--- config.mk ---
export PLATFORM = sky130hd
export DESIGN_NAME = array_list_engine_unit_flat
export DESIGN_NICKNAME = d
export VERILOG_FILES = /design/src/hw/rtl/ale_pkg.sv /design/src/hw/rtl/ale_if.sv /design/src/hw/rtl/ale_ram.sv /design/src/hw/rtl/ale_ctrl.sv /design/src/hw/rtl/array_list_engine_unit.sv /design/src/flat_wrapper.sv
export SDC_FILE = /design/constraint.sdc
export NUM_CORES = 2
export LEC_CHECK = 0
export BUFFER_PORTS_ARGS = -buffer_cell sky130_fd_sc_hd__buf_2
export CORE_ASPECT_RATIO = 0.8
export CORE_MARGIN = 2
export CORE_UTILIZATION = 55
export CTS_CLUSTER_DIAMETER = 100
export DETAILED_ROUTE_END_ITERATION = 12
export GPL_TIMING_DRIVEN = 0
export PLACE_DENSITY = 0.69
export SLEW_MARGIN = 20
export SYNTH_ARGS = -nofsm -noshare
export SYNTH_HDL_FRONTEND = slang
export SYNTH_SLANG_ARGS = --single-unit
export TNS_END_PERCENT = 30
--- constraint.sdc ---
create_clock -name i_clk -period 4.5 [get_ports i_clk]
set_clock_uncertainty 0.2 [all_clocks]
set_input_delay 0.225 -clock i_clk [delete_from_list [all_inputs] [get_ports i_clk]]
set_output_delay 0.225 -clock i_clk [all_outputs]
set_load 0.02 [all_outputs]
--- src/hw/rtl/ale_pkg.sv ---
package ale_pkg;

    localparam int CAPACITY = 64;
    localparam int ITEM_W   = 32;
    localparam int ADDR_W   = (CAPACITY > 1) ? $clog2(CAPACITY) : 1;
    localparam int CNT_W    = $clog2(CAPACITY + 1);

    localparam int OP_W     = 3;
    localparam int VALUE_W  = 32;
    localparam int INDEX_W  = 6;
    localparam int COUNT_W  = 7;

    typedef logic [ADDR_W-1:0] t_addr;
    typedef logic [CNT_W-1:0]  t_cnt;
    typedef logic [ITEM_W-1:0] t_item;

    typedef enum logic [OP_W-1:0] {
        OP_APPEND     = 3'd0,
        OP_REMOVE     = 3'd1,
        OP_SEARCH     = 3'd2,
        OP_READ       = 3'd3,
        OP_ITER_FIRST = 3'd4,
        OP_ITER_NEXT  = 3'd5
    } t_op;

    typedef enum logic [2:0] {
        S_IDLE,
        S_SCAN,
        S_SHIFT,
        S_READ,
        S_DONE
    } t_state;

    typedef struct packed {
        logic                      ok;
        logic signed [VALUE_W-1:0] out_value;
        logic [INDEX_W-1:0]        out_index;
        logic [COUNT_W-1:0]        count;
    } t_result;

    typedef struct packed {
        logic  en;
        t_addr addr;
        t_item data;
    } t_mem_wr;

endpackage

--- src/hw/rtl/ale_if.sv ---
interface ale_in_if;
    logic                                valid;
    logic                                ready;
    logic [ale_pkg::OP_W-1:0]            op;
    logic signed [ale_pkg::VALUE_W-1:0]  value;
    logic [ale_pkg::INDEX_W-1:0]         index;

    modport source (output valid, op, value, index, input ready);
    modport sink   (input valid, op, value, index, output ready);
endinterface

interface ale_out_if;
    logic                                valid;
    logic                                ready;
    logic                                ok;
    logic signed [ale_pkg::VALUE_W-1:0]  out_value;
    logic [ale_pkg::INDEX_W-1:0]         out_index;
    logic [ale_pkg::COUNT_W-1:0]         count;

    modport source (output valid, ok, out_value, out_index, count, input ready);
    modport sink   (input valid, ok, out_value, out_index, count, output ready);
endinterface

--- src/hw/rtl/ale_ram.sv ---
module ale_ram #(
    parameter int DEPTH = 64,
    parameter int WIDTH = 32
) (
    input  logic                             i_clk,
    input  logic                             i_we,
    input  logic [$clog2(DEPTH > 1 ? DEPTH : 2)-1:0] i_waddr,
    input  logic [WIDTH-1:0]                 i_wdata,
    input  logic [$clog2(DEPTH > 1 ? DEPTH : 2)-1:0] i_raddr,
    output logic [WIDTH-1:0]                 o_rdata
);

    logic [WIDTH-1:0] r_mem [DEPTH];
    logic [WIDTH-1:0] r_rdata;

    always_ff @(posedge i_clk) begin
        if (i_we) begin
            r_mem[i_waddr] <= i_wdata;
        end
        r_rdata <= r_mem[i_raddr];
    end

    assign o_rdata = r_rdata;

endmodule

--- src/hw/rtl/ale_ctrl.sv ---
module ale_ctrl (
    input  logic               i_clk,
    input  logic               i_rst_n,
    ale_in_if.sink             i_in,
    output ale_pkg::t_result   o_res,
    output logic               o_res_valid,
    input  logic               i_res_ready,
    output ale_pkg::t_mem_wr   o_mem_wr,
    output ale_pkg::t_addr     o_mem_raddr,
    input  ale_pkg::t_item     i_mem_rdata
);

    ale_pkg::t_state  r_state, n_state;
    ale_pkg::t_cnt    r_fill,  n_fill;
    ale_pkg::t_cnt    r_iter,  n_iter;
    ale_pkg::t_cnt    r_ptr,   n_ptr;
    logic             r_pend,  n_pend;
    ale_pkg::t_addr   r_cidx,  n_cidx;
    ale_pkg::t_item   r_val,   n_val;
    logic             r_rm,    n_rm;
    ale_pkg::t_result r_res,   n_res;

    logic             issue;
    logic             match;
    ale_pkg::t_cnt    it_pos;

    always_ff @(posedge i_clk) begin
        if (!i_rst_n) begin
            r_state <= ale_pkg::S_IDLE;
            r_fill  <= '0;
            r_iter  <= '0;
            r_pend  <= 1'b0;
        end else begin
            r_state <= n_state;
            r_fill  <= n_fill;
            r_iter  <= n_iter;
            r_pend  <= n_pend;
        end
    end

    always_ff @(posedge i_clk) begin
        r_ptr  <= n_ptr;
        r_cidx <= n_cidx;
        r_val  <= n_val;
        r_rm   <= n_rm;
        r_res  <= n_res;
    end

    // scan/shift walk: r_ptr is the next address to read, r_cidx the entry now on the read port
    assign issue = (r_ptr < r_fill);
    assign match = r_pend && (i_mem_rdata == r_val);

    always_comb begin
        n_state     = r_state;
        n_fill      = r_fill;
        n_iter      = r_iter;
        n_ptr       = r_ptr;
        n_pend      = 1'b0;
        n_cidx      = r_cidx;
        n_val       = r_val;
        n_rm        = r_rm;
        n_res       = r_res;
        o_mem_wr    = '0;
        o_mem_raddr = r_ptr[ale_pkg::ADDR_W-1:0];
        o_res_valid = 1'b0;
        i_in.ready  = 1'b0;
        it_pos      = '0;

        case (r_state)
            ale_pkg::S_IDLE: begin
                i_in.ready = 1'b1;
                if (i_in.valid) begin
                    n_res   = '0;
                    n_state = ale_pkg::S_DONE;
                    case (ale_pkg::t_op'(i_in.op))
                        ale_pkg::OP_APPEND: begin
                            if (32'(r_fill) < ale_pkg::CAPACITY) begin
                                o_mem_wr.en   = 1'b1;
                                o_mem_wr.addr = r_fill[ale_pkg::ADDR_W-1:0];
                                o_mem_wr.data = i_in.value[ale_pkg::ITEM_W-1:0];
                                n_fill        = ale_pkg::t_cnt'(r_fill + 1'b1);
                                n_res.ok      = 1'b1;
                            end
                        end
                        ale_pkg::OP_REMOVE, ale_pkg::OP_SEARCH: begin
                            n_val = i_in.value[ale_pkg::ITEM_W-1:0];
                            n_rm  = (ale_pkg::t_op'(i_in.op) == ale_pkg::OP_REMOVE);
                            n_ptr = '0;
                            if (r_fill != '0) begin
                                n_state = ale_pkg::S_SCAN;
                            end
                        end
                        ale_pkg::OP_READ: begin
                            o_mem_raddr = ale_pkg::t_addr'(i_in.index);
                            if (32'(i_in.index) < 32'(r_fill)) begin
                                n_state = ale_pkg::S_READ;
                            end
                        end
                        ale_pkg::OP_ITER_FIRST, ale_pkg::OP_ITER_NEXT: begin
                            it_pos = (ale_pkg::t_op'(i_in.op) == ale_pkg::OP_ITER_FIRST)
                                     ? '0 : r_iter;
                            o_mem_raddr = it_pos[ale_pkg::ADDR_W-1:0];
                            if (it_pos < r_fill) begin
                                n_iter  = ale_pkg::t_cnt'(it_pos + 1'b1);
                                n_state = ale_pkg::S_READ;
                            end else begin
                                n_iter = r_fill;
                            end
                        end
                        default: begin
                        end
                    endcase
                    n_res.count = ale_pkg::COUNT_W'(n_fill);
                end
            end

            ale_pkg::S_SCAN: begin
                n_pend = issue;
                n_cidx = r_ptr[ale_pkg::ADDR_W-1:0];
                n_ptr  = issue ? ale_pkg::t_cnt'(r_ptr + 1'b1) : r_ptr;
                if (match) begin
                    n_res.ok        = 1'b1;
                    n_res.out_index = ale_pkg::INDEX_W'(r_cidx);
                    // remove continues with the read of the following entry already issued
                    n_state = r_rm ? ale_pkg::S_SHIFT : ale_pkg::S_DONE;
                end else if (r_pend && !issue) begin
                    n_state = ale_pkg::S_DONE;
                end
            end

            ale_pkg::S_SHIFT: begin
                n_pend = issue;
                n_cidx = r_ptr[ale_pkg::ADDR_W-1:0];
                n_ptr  = issue ? ale_pkg::t_cnt'(r_ptr + 1'b1) : r_ptr;
                if (r_pend) begin
                    o_mem_wr.en   = 1'b1;
                    o_mem_wr.addr = ale_pkg::t_addr'(r_cidx - 1'b1);
                    o_mem_wr.data = i_mem_rdata;
                end else begin
                    n_fill      = ale_pkg::t_cnt'(r_fill - 1'b1);
                    n_res.count = ale_pkg::COUNT_W'(n_fill);
                    n_state     = ale_pkg::S_DONE;
                end
            end

            ale_pkg::S_READ: begin
                n_res.ok        = 1'b1;
                n_res.out_value = ale_pkg::VALUE_W'(i_mem_rdata);
                n_state         = ale_pkg::S_DONE;
            end

            ale_pkg::S_DONE: begin
                o_res_valid = 1'b1;
                if (i_res_ready) begin
                    n_state = ale_pkg::S_IDLE;
                end
            end

            default: begin
                n_state = ale_pkg::S_IDLE;
            end
        endcase
    end

    assign o_res = r_res;

endmodule

--- src/hw/rtl/array_list_engine_unit.sv ---
// Search walks the list through the RAM read port, one entry per cycle; remove adds a shift
// pass, one entry per cycle, to the end. One item in flight: the next beat is taken once the
// result has left the engine for the output register, so a new beat is taken while the
// previous result waits.
// Reset: count and iterator cleared; list contents are not cleared and never read unwritten.
module array_list_engine_unit (
    input  logic      i_clk,
    input  logic      i_rst_n,
    ale_in_if.sink    i_in,
    ale_out_if.source o_out
);

    ale_pkg::t_result  res;
    logic              res_valid;
    logic              res_ready;
    ale_pkg::t_mem_wr  mem_wr;
    ale_pkg::t_addr    mem_raddr;
    ale_pkg::t_item    mem_rdata;

    logic              r_out_valid;
    ale_pkg::t_result  r_out;

    ale_ctrl u_ctrl (
        .i_clk       (i_clk),
        .i_rst_n     (i_rst_n),
        .i_in        (i_in),
        .o_res       (res),
        .o_res_valid (res_valid),
        .i_res_ready (res_ready),
        .o_mem_wr    (mem_wr),
        .o_mem_raddr (mem_raddr),
        .i_mem_rdata (mem_rdata)
    );

    ale_ram #(
        .DEPTH (ale_pkg::CAPACITY),
        .WIDTH (ale_pkg::ITEM_W)
    ) u_ram (
        .i_clk   (i_clk),
        .i_we    (mem_wr.en),
        .i_waddr (mem_wr.addr),
        .i_wdata (mem_wr.data),
        .i_raddr (mem_raddr),
        .o_rdata (mem_rdata)
    );

    // output register: frees the engine while a result beat waits for the sink
    assign res_ready = !r_out_valid || o_out.ready;

    always_ff @(posedge i_clk) begin
        if (!i_rst_n) begin
            r_out_valid <= 1'b0;
        end else if (res_ready) begin
            r_out_valid <= res_valid;
        end
    end

    always_ff @(posedge i_clk) begin
        if (res_ready && res_valid) begin
            r_out <= res;
        end
    end

    assign o_out.valid     = r_out_valid;
    assign o_out.ok        = r_out.ok;
    assign o_out.out_value = r_out.out_value;
    assign o_out.out_index = r_out.out_index;
    assign o_out.count     = r_out.count;

    a_one_in_flight: assert property (@(posedge i_clk) disable iff (!i_rst_n)
        (i_in.valid && i_in.ready) |=> !i_in.ready)
        else $error("input taken while an item is in flight");

    a_fail_clean: assert property (@(posedge i_clk) disable iff (!i_rst_n)
        (o_out.valid && !o_out.ok) |-> (o_out.out_value == '0 && o_out.out_index == '0))
        else $error("failed result carries nonzero value or index");

    a_count_range: assert property (@(posedge i_clk) disable iff (!i_rst_n)
        o_out.valid |-> (32'(o_out.count) <= ale_pkg::CAPACITY))
        else $error("count beyond capacity");

endmodule

--- src/flat_wrapper.sv ---
// flat-port wrapper written by rule: the top's interface ports become plain ports
module array_list_engine_unit_flat 
  (i_clk, i_rst_n, i_in_valid, i_in_op, i_in_value, i_in_index, i_in_ready, o_out_valid, o_out_ok, o_out_out_value, o_out_out_index, o_out_count, o_out_ready);
  ale_in_if i_in_i ();
  ale_out_if o_out_i ();
  input  logic i_clk;
  input  logic i_rst_n;
  input wire logic [$bits(i_in_i.valid)-1:0] i_in_valid;
  input wire logic [$bits(i_in_i.op)-1:0] i_in_op;
  input wire logic [$bits(i_in_i.value)-1:0] i_in_value;
  input wire logic [$bits(i_in_i.index)-1:0] i_in_index;
  output wire logic [$bits(i_in_i.ready)-1:0] i_in_ready;
  output wire logic [$bits(o_out_i.valid)-1:0] o_out_valid;
  output wire logic [$bits(o_out_i.ok)-1:0] o_out_ok;
  output wire logic [$bits(o_out_i.out_value)-1:0] o_out_out_value;
  output wire logic [$bits(o_out_i.out_index)-1:0] o_out_out_index;
  output wire logic [$bits(o_out_i.count)-1:0] o_out_count;
  input wire logic [$bits(o_out_i.ready)-1:0] o_out_ready;
  assign i_in_i.valid = i_in_valid;
  assign i_in_i.op = i_in_op;
  assign i_in_i.value = i_in_value;
  assign i_in_i.index = i_in_index;
  assign i_in_ready = i_in_i.ready;
  assign o_out_valid = o_out_i.valid;
  assign o_out_ok = o_out_i.ok;
  assign o_out_out_value = o_out_i.out_value;
  assign o_out_out_index = o_out_i.out_index;
  assign o_out_count = o_out_i.count;
  assign o_out_i.ready = o_out_ready;
  array_list_engine_unit u_core (.i_clk(i_clk), .i_rst_n(i_rst_n), .i_in(i_in_i), .o_out(o_out_i));
endmodule
==> results.txt <==
Final WS setup: -0.09819 ns
GRT Overall Usage: 33.01%
RR Startpoint: u_core.u_ctrl.r_state[0]
Total core area: 0.1570 mm2
Critical-path top delay cell: a31oi_1
# setup viols final: 158
Initial antenna violation count: 19
Largest family of logic cells by synthesized area: simple AND/OR/NAND/NOR gates
Port bufs: 92
Max-cap violations: 0
Synth Area in XOR/XNOR: 0.4938%
CTS tree: yes
Status: finished, violations left
Area of the multi-input gates: 0.02009 mm2
Slew Limit Fails: 0
TritonCTS sink count: 2237
H-tree levels: 4
Via count: 56497
Top FF cell, synth: edfxtp_1
Mux contribution to synthesized area: 3.022%
Post-synth EDFFs: 2186
Max FO, Critical Path: 10
FF-to-FF path depth: 11
Crit-path max cell delay: 0.53 ns
Die Wd: 448.4 um
Layout Nets: 6565
Synth-to-Final Area Change: 17.87%
Gr ovfl total: 0
Max VDD drop: 0.4705 mV
Period minus WS final: 4.598 ns
Pin count of the biggest net entering global routing: 65
Post-synth top area cell: edfxtp_1
Yosys warnings: 0
Setup crit start kind: flip-flop
Syn avg cell area: 14.53 um2
Global-route wire length before repair: 375900 um
Starting Density: 55.37%
R2r endpoint: u_core.u_ram.o_rdata[28]
Non-Filler Instances: 8797
Post-Route WL: 269700 um
Highest clock rate: 217.5 MHz
Final Hold Fails: 0
Total CTS buffers: 207
Commonest cells post-synth: edfxtp_1 (2186), nand2_1 (1592), a31oi_1 (387)
Die Span Y: 359.5 um
Synth top area share: 75.53%
Clock Tree Root: clkbuf_16
CP Capture Type: flip-flop
Drt pass-1 iters: 8
Clock tree buffer depth: 3
Net Count, Synth: 6045
Async SR Flop Fraction: 0%
Layout cells sized above 1: 15.02%
Sequential standard cell area: 0.06666 mm2
Synth Area in Compound Gates: 6.385%
Hold path cells: 4
Worst endpoint required time: 4.89 ns
Hold EP: u_core.o_out.valid
Full die area: 0.1612 mm2
Dpl hpwl: 183200 um
Post-Synth Adder-Cell Area: 0.2966%
DRC viols: 0
Hold WC Path Type: input pin to flip-flop
RSZ-0062 raised after global routing: true
Clock transition at path regs: 0.06 ns
HP Start: o_out_ready
Flop2flop setup slack: -0.1 ns
Synth Area in Simple Gates: 11.05%
Register area share after synthesis: 76.71%
Inst Count DP: 8280
Synth top area cells: edfxtp_1 (76%), nand2_1 (6.9%), mux2i_1 (3.0%), a31oi_1 (2.8%), a32oi_1 (2.5%)
Via/cell ratio: 6.422
Top-count cell post-synth: edfxtp_1
Worst path arrival time: 4.99 ns
GP Congestion: 0.9957
Routed len/inst: 30.65 um
Crit-path cells: buf_2, or4b_1, buf_2, a21o_1, buf_6, o31ai_4, buf_4, clkbuf_2, a31oi_1, a31oi_1, nand4_1
Cell family with most CP delay: buffers and inverters
Final Power: 43740 uW
Synth unique cells: 57
Kind of critical path: flip-flop to flip-flop
Fillers: 10743
Syn Inst Count: 5981
PD cells: 427.0 mW/mm2
Std cell rows: 130
Antenna viol nets, final: 0
Ports: 93
Slew @ Worst Pin: 0.9809 ns
Rel. slew slack: 34.61%
Static Leak: 0.03602 uW
CP bufs+invs: 5
Period Utilization, post-route: 102.2%
Synth Cell Area: 0.08691 mm2
Violated checks: negative setup slack
Initial DRC count: 9535
Final TNS setup: -4.078 ns
Worst-Skew Late Latency: 0.87 ns
Vias in the first global route: 51866
Synth Register Bits: 2237
[how the worst max path moves through the flow]
stage                             start                        end  slack [ns]  cells past startpoint
2_1_floorplan  u_core.u_ctrl.r_state[0]  u_core.u_ram.r_mem[46][0]        0.43                     10
3_3_place_gp                 i_in_op[0]  u_core.u_ram.r_mem[5][14]       -2.19                     10
3_5_place_dp   u_core.u_ctrl.r_state[0]   u_core.u_ram.o_rdata[15]       -1.13                     12
4_1_cts        u_core.u_ctrl.r_state[0]   u_core.u_ram.o_rdata[15]       -0.09                     14
5_1_grt        u_core.u_ctrl.r_state[0]  u_core.u_ram.r_mem[27][3]       -0.13                     11
6_report       u_core.u_ctrl.r_state[0]   u_core.u_ram.o_rdata[28]        -0.1                     11
[worst min-delay path, delay by kind of cell]
kind            cells  cell delay (ns)
simple gates        1             0.14
compound gates      1             0.08
buf+inv             2             0.63
[cells by family after synthesis]
family	count (synthesis)
compound gates	757
xor+xnor	49
fa+ha+maj	21
buf+inv	385
flops	2237
mux	262
simple gates	2270
[area by class of cell]
class / count / area share (%)
Inverter: 15 / 0.05496
Multi-Input combinational cell: 3360 / 19.61
Clock buffer: 263 / 5.384
Clock inverter: 117 / 1.252
Sequential cell: 2237 / 65.08
Antenna cell: 13 / 0.03176
Timing Repair Buffer: 314 / 4.109
Tap cell: 2112 / 2.580
Buffer: 366 / 1.903
[flip-flops by register name, indices dropped and copies added (netlist names)]
name                    flops
u_core.o_out.valid          1
u_core.u_ctrl.r_pend        1
u_core.o_out.count          7
u_core.u_ctrl.r_rm          1
u_core.u_ram.o_rdata       32
u_core.u_ctrl.r_state       3
u_core.u_ctrl.r_ptr         7
u_core.u_ctrl.r_cidx        6
u_core.u_ram.r_mem       2048
u_core.o_out.out_value     32
u_core.u_ctrl.r_val        32
u_core.u_ctrl.o_res        46
u_core.u_ctrl.r_fill        7
u_core.u_ctrl.r_iter        7
u_core.o_out.out_index      6
u_core.o_out.ok             1
[cells in the final DEF (no fill, tap or decap), drive strengths merged, types with 5 or more instances in the layout]
cell	synthesis	layout
a21oi	24	24
a22o	37	37
a31oi	387	387
a32oi	253	253
and2	14	14
and3	166	166
buf	191	425
bufinv	0	21
clkbuf	179	442
clkinv	2	88
clkinvlp	0	7
dfxtp	51	51
diode	0	13
dlygate4sd3	0	75
edfxtp	2186	2186
ha	19	19
inv	13	16
mux2i	259	259
nand2	1592	1592
nand2b	7	7
nand3	278	278
nand3b	11	11
nand4	44	44
nor2	112	113
nor2b	7	7
nor3	7	7
nor4	16	16
o21a	5	5
o21ai	15	15
o31ai	5	5
or3	10	10
xnor2	16	16
xor2	33	33
[power by group]
| group | internal [uW] | total, uW | switching (uW) |
|---|---|---|---|
| clock | 9900 | 17700 | 7810 |
| sequential | 22800 | 22900 | 136 |
| combinational | 825 | 3100 | 2280 |
| total | 33500 | 43700 | 10200 |
[routing by layer]
metal	share of wire (%)	track usage, %	up-vias
met5	0.028	0	-
met4	4.8	14.48	10
met3	15	10.09	548
met2	43	46.32	4091
met1	38	47.76	28082
li1	-	-	23766
[per-stage QoR]
step / setup slack (ns) / hold slack [ns] / area, um2 / utilization, %
2_1_floorplan: 0.4257 / 0.1239 / 86910 / -
3_3_place_gp: -2.189 / 0.2042 / 90010 / 57.34
4_1_cts: -0.09132 / 0.01234 / 101600 / 64.71
6_report: -0.09819 / 0.07396 / 102400 / 65.26
5_1_grt: -0.1281 / 0.07926 / 102400 / 65.24
3_5_place_dp: -1.131 / 0.2045 / 93080 / 59.30
[repair_timing]
action	in CTS	in global routing
hold buffers	75	0
gates resized for setup	155	148
hold endpoints to repair	869	0
pin swaps	19	28
gates cloned	1	0
endpoints found under the setup margin	2051	893
setup buffers	22	30
Power figures use the tool's default switching activity.
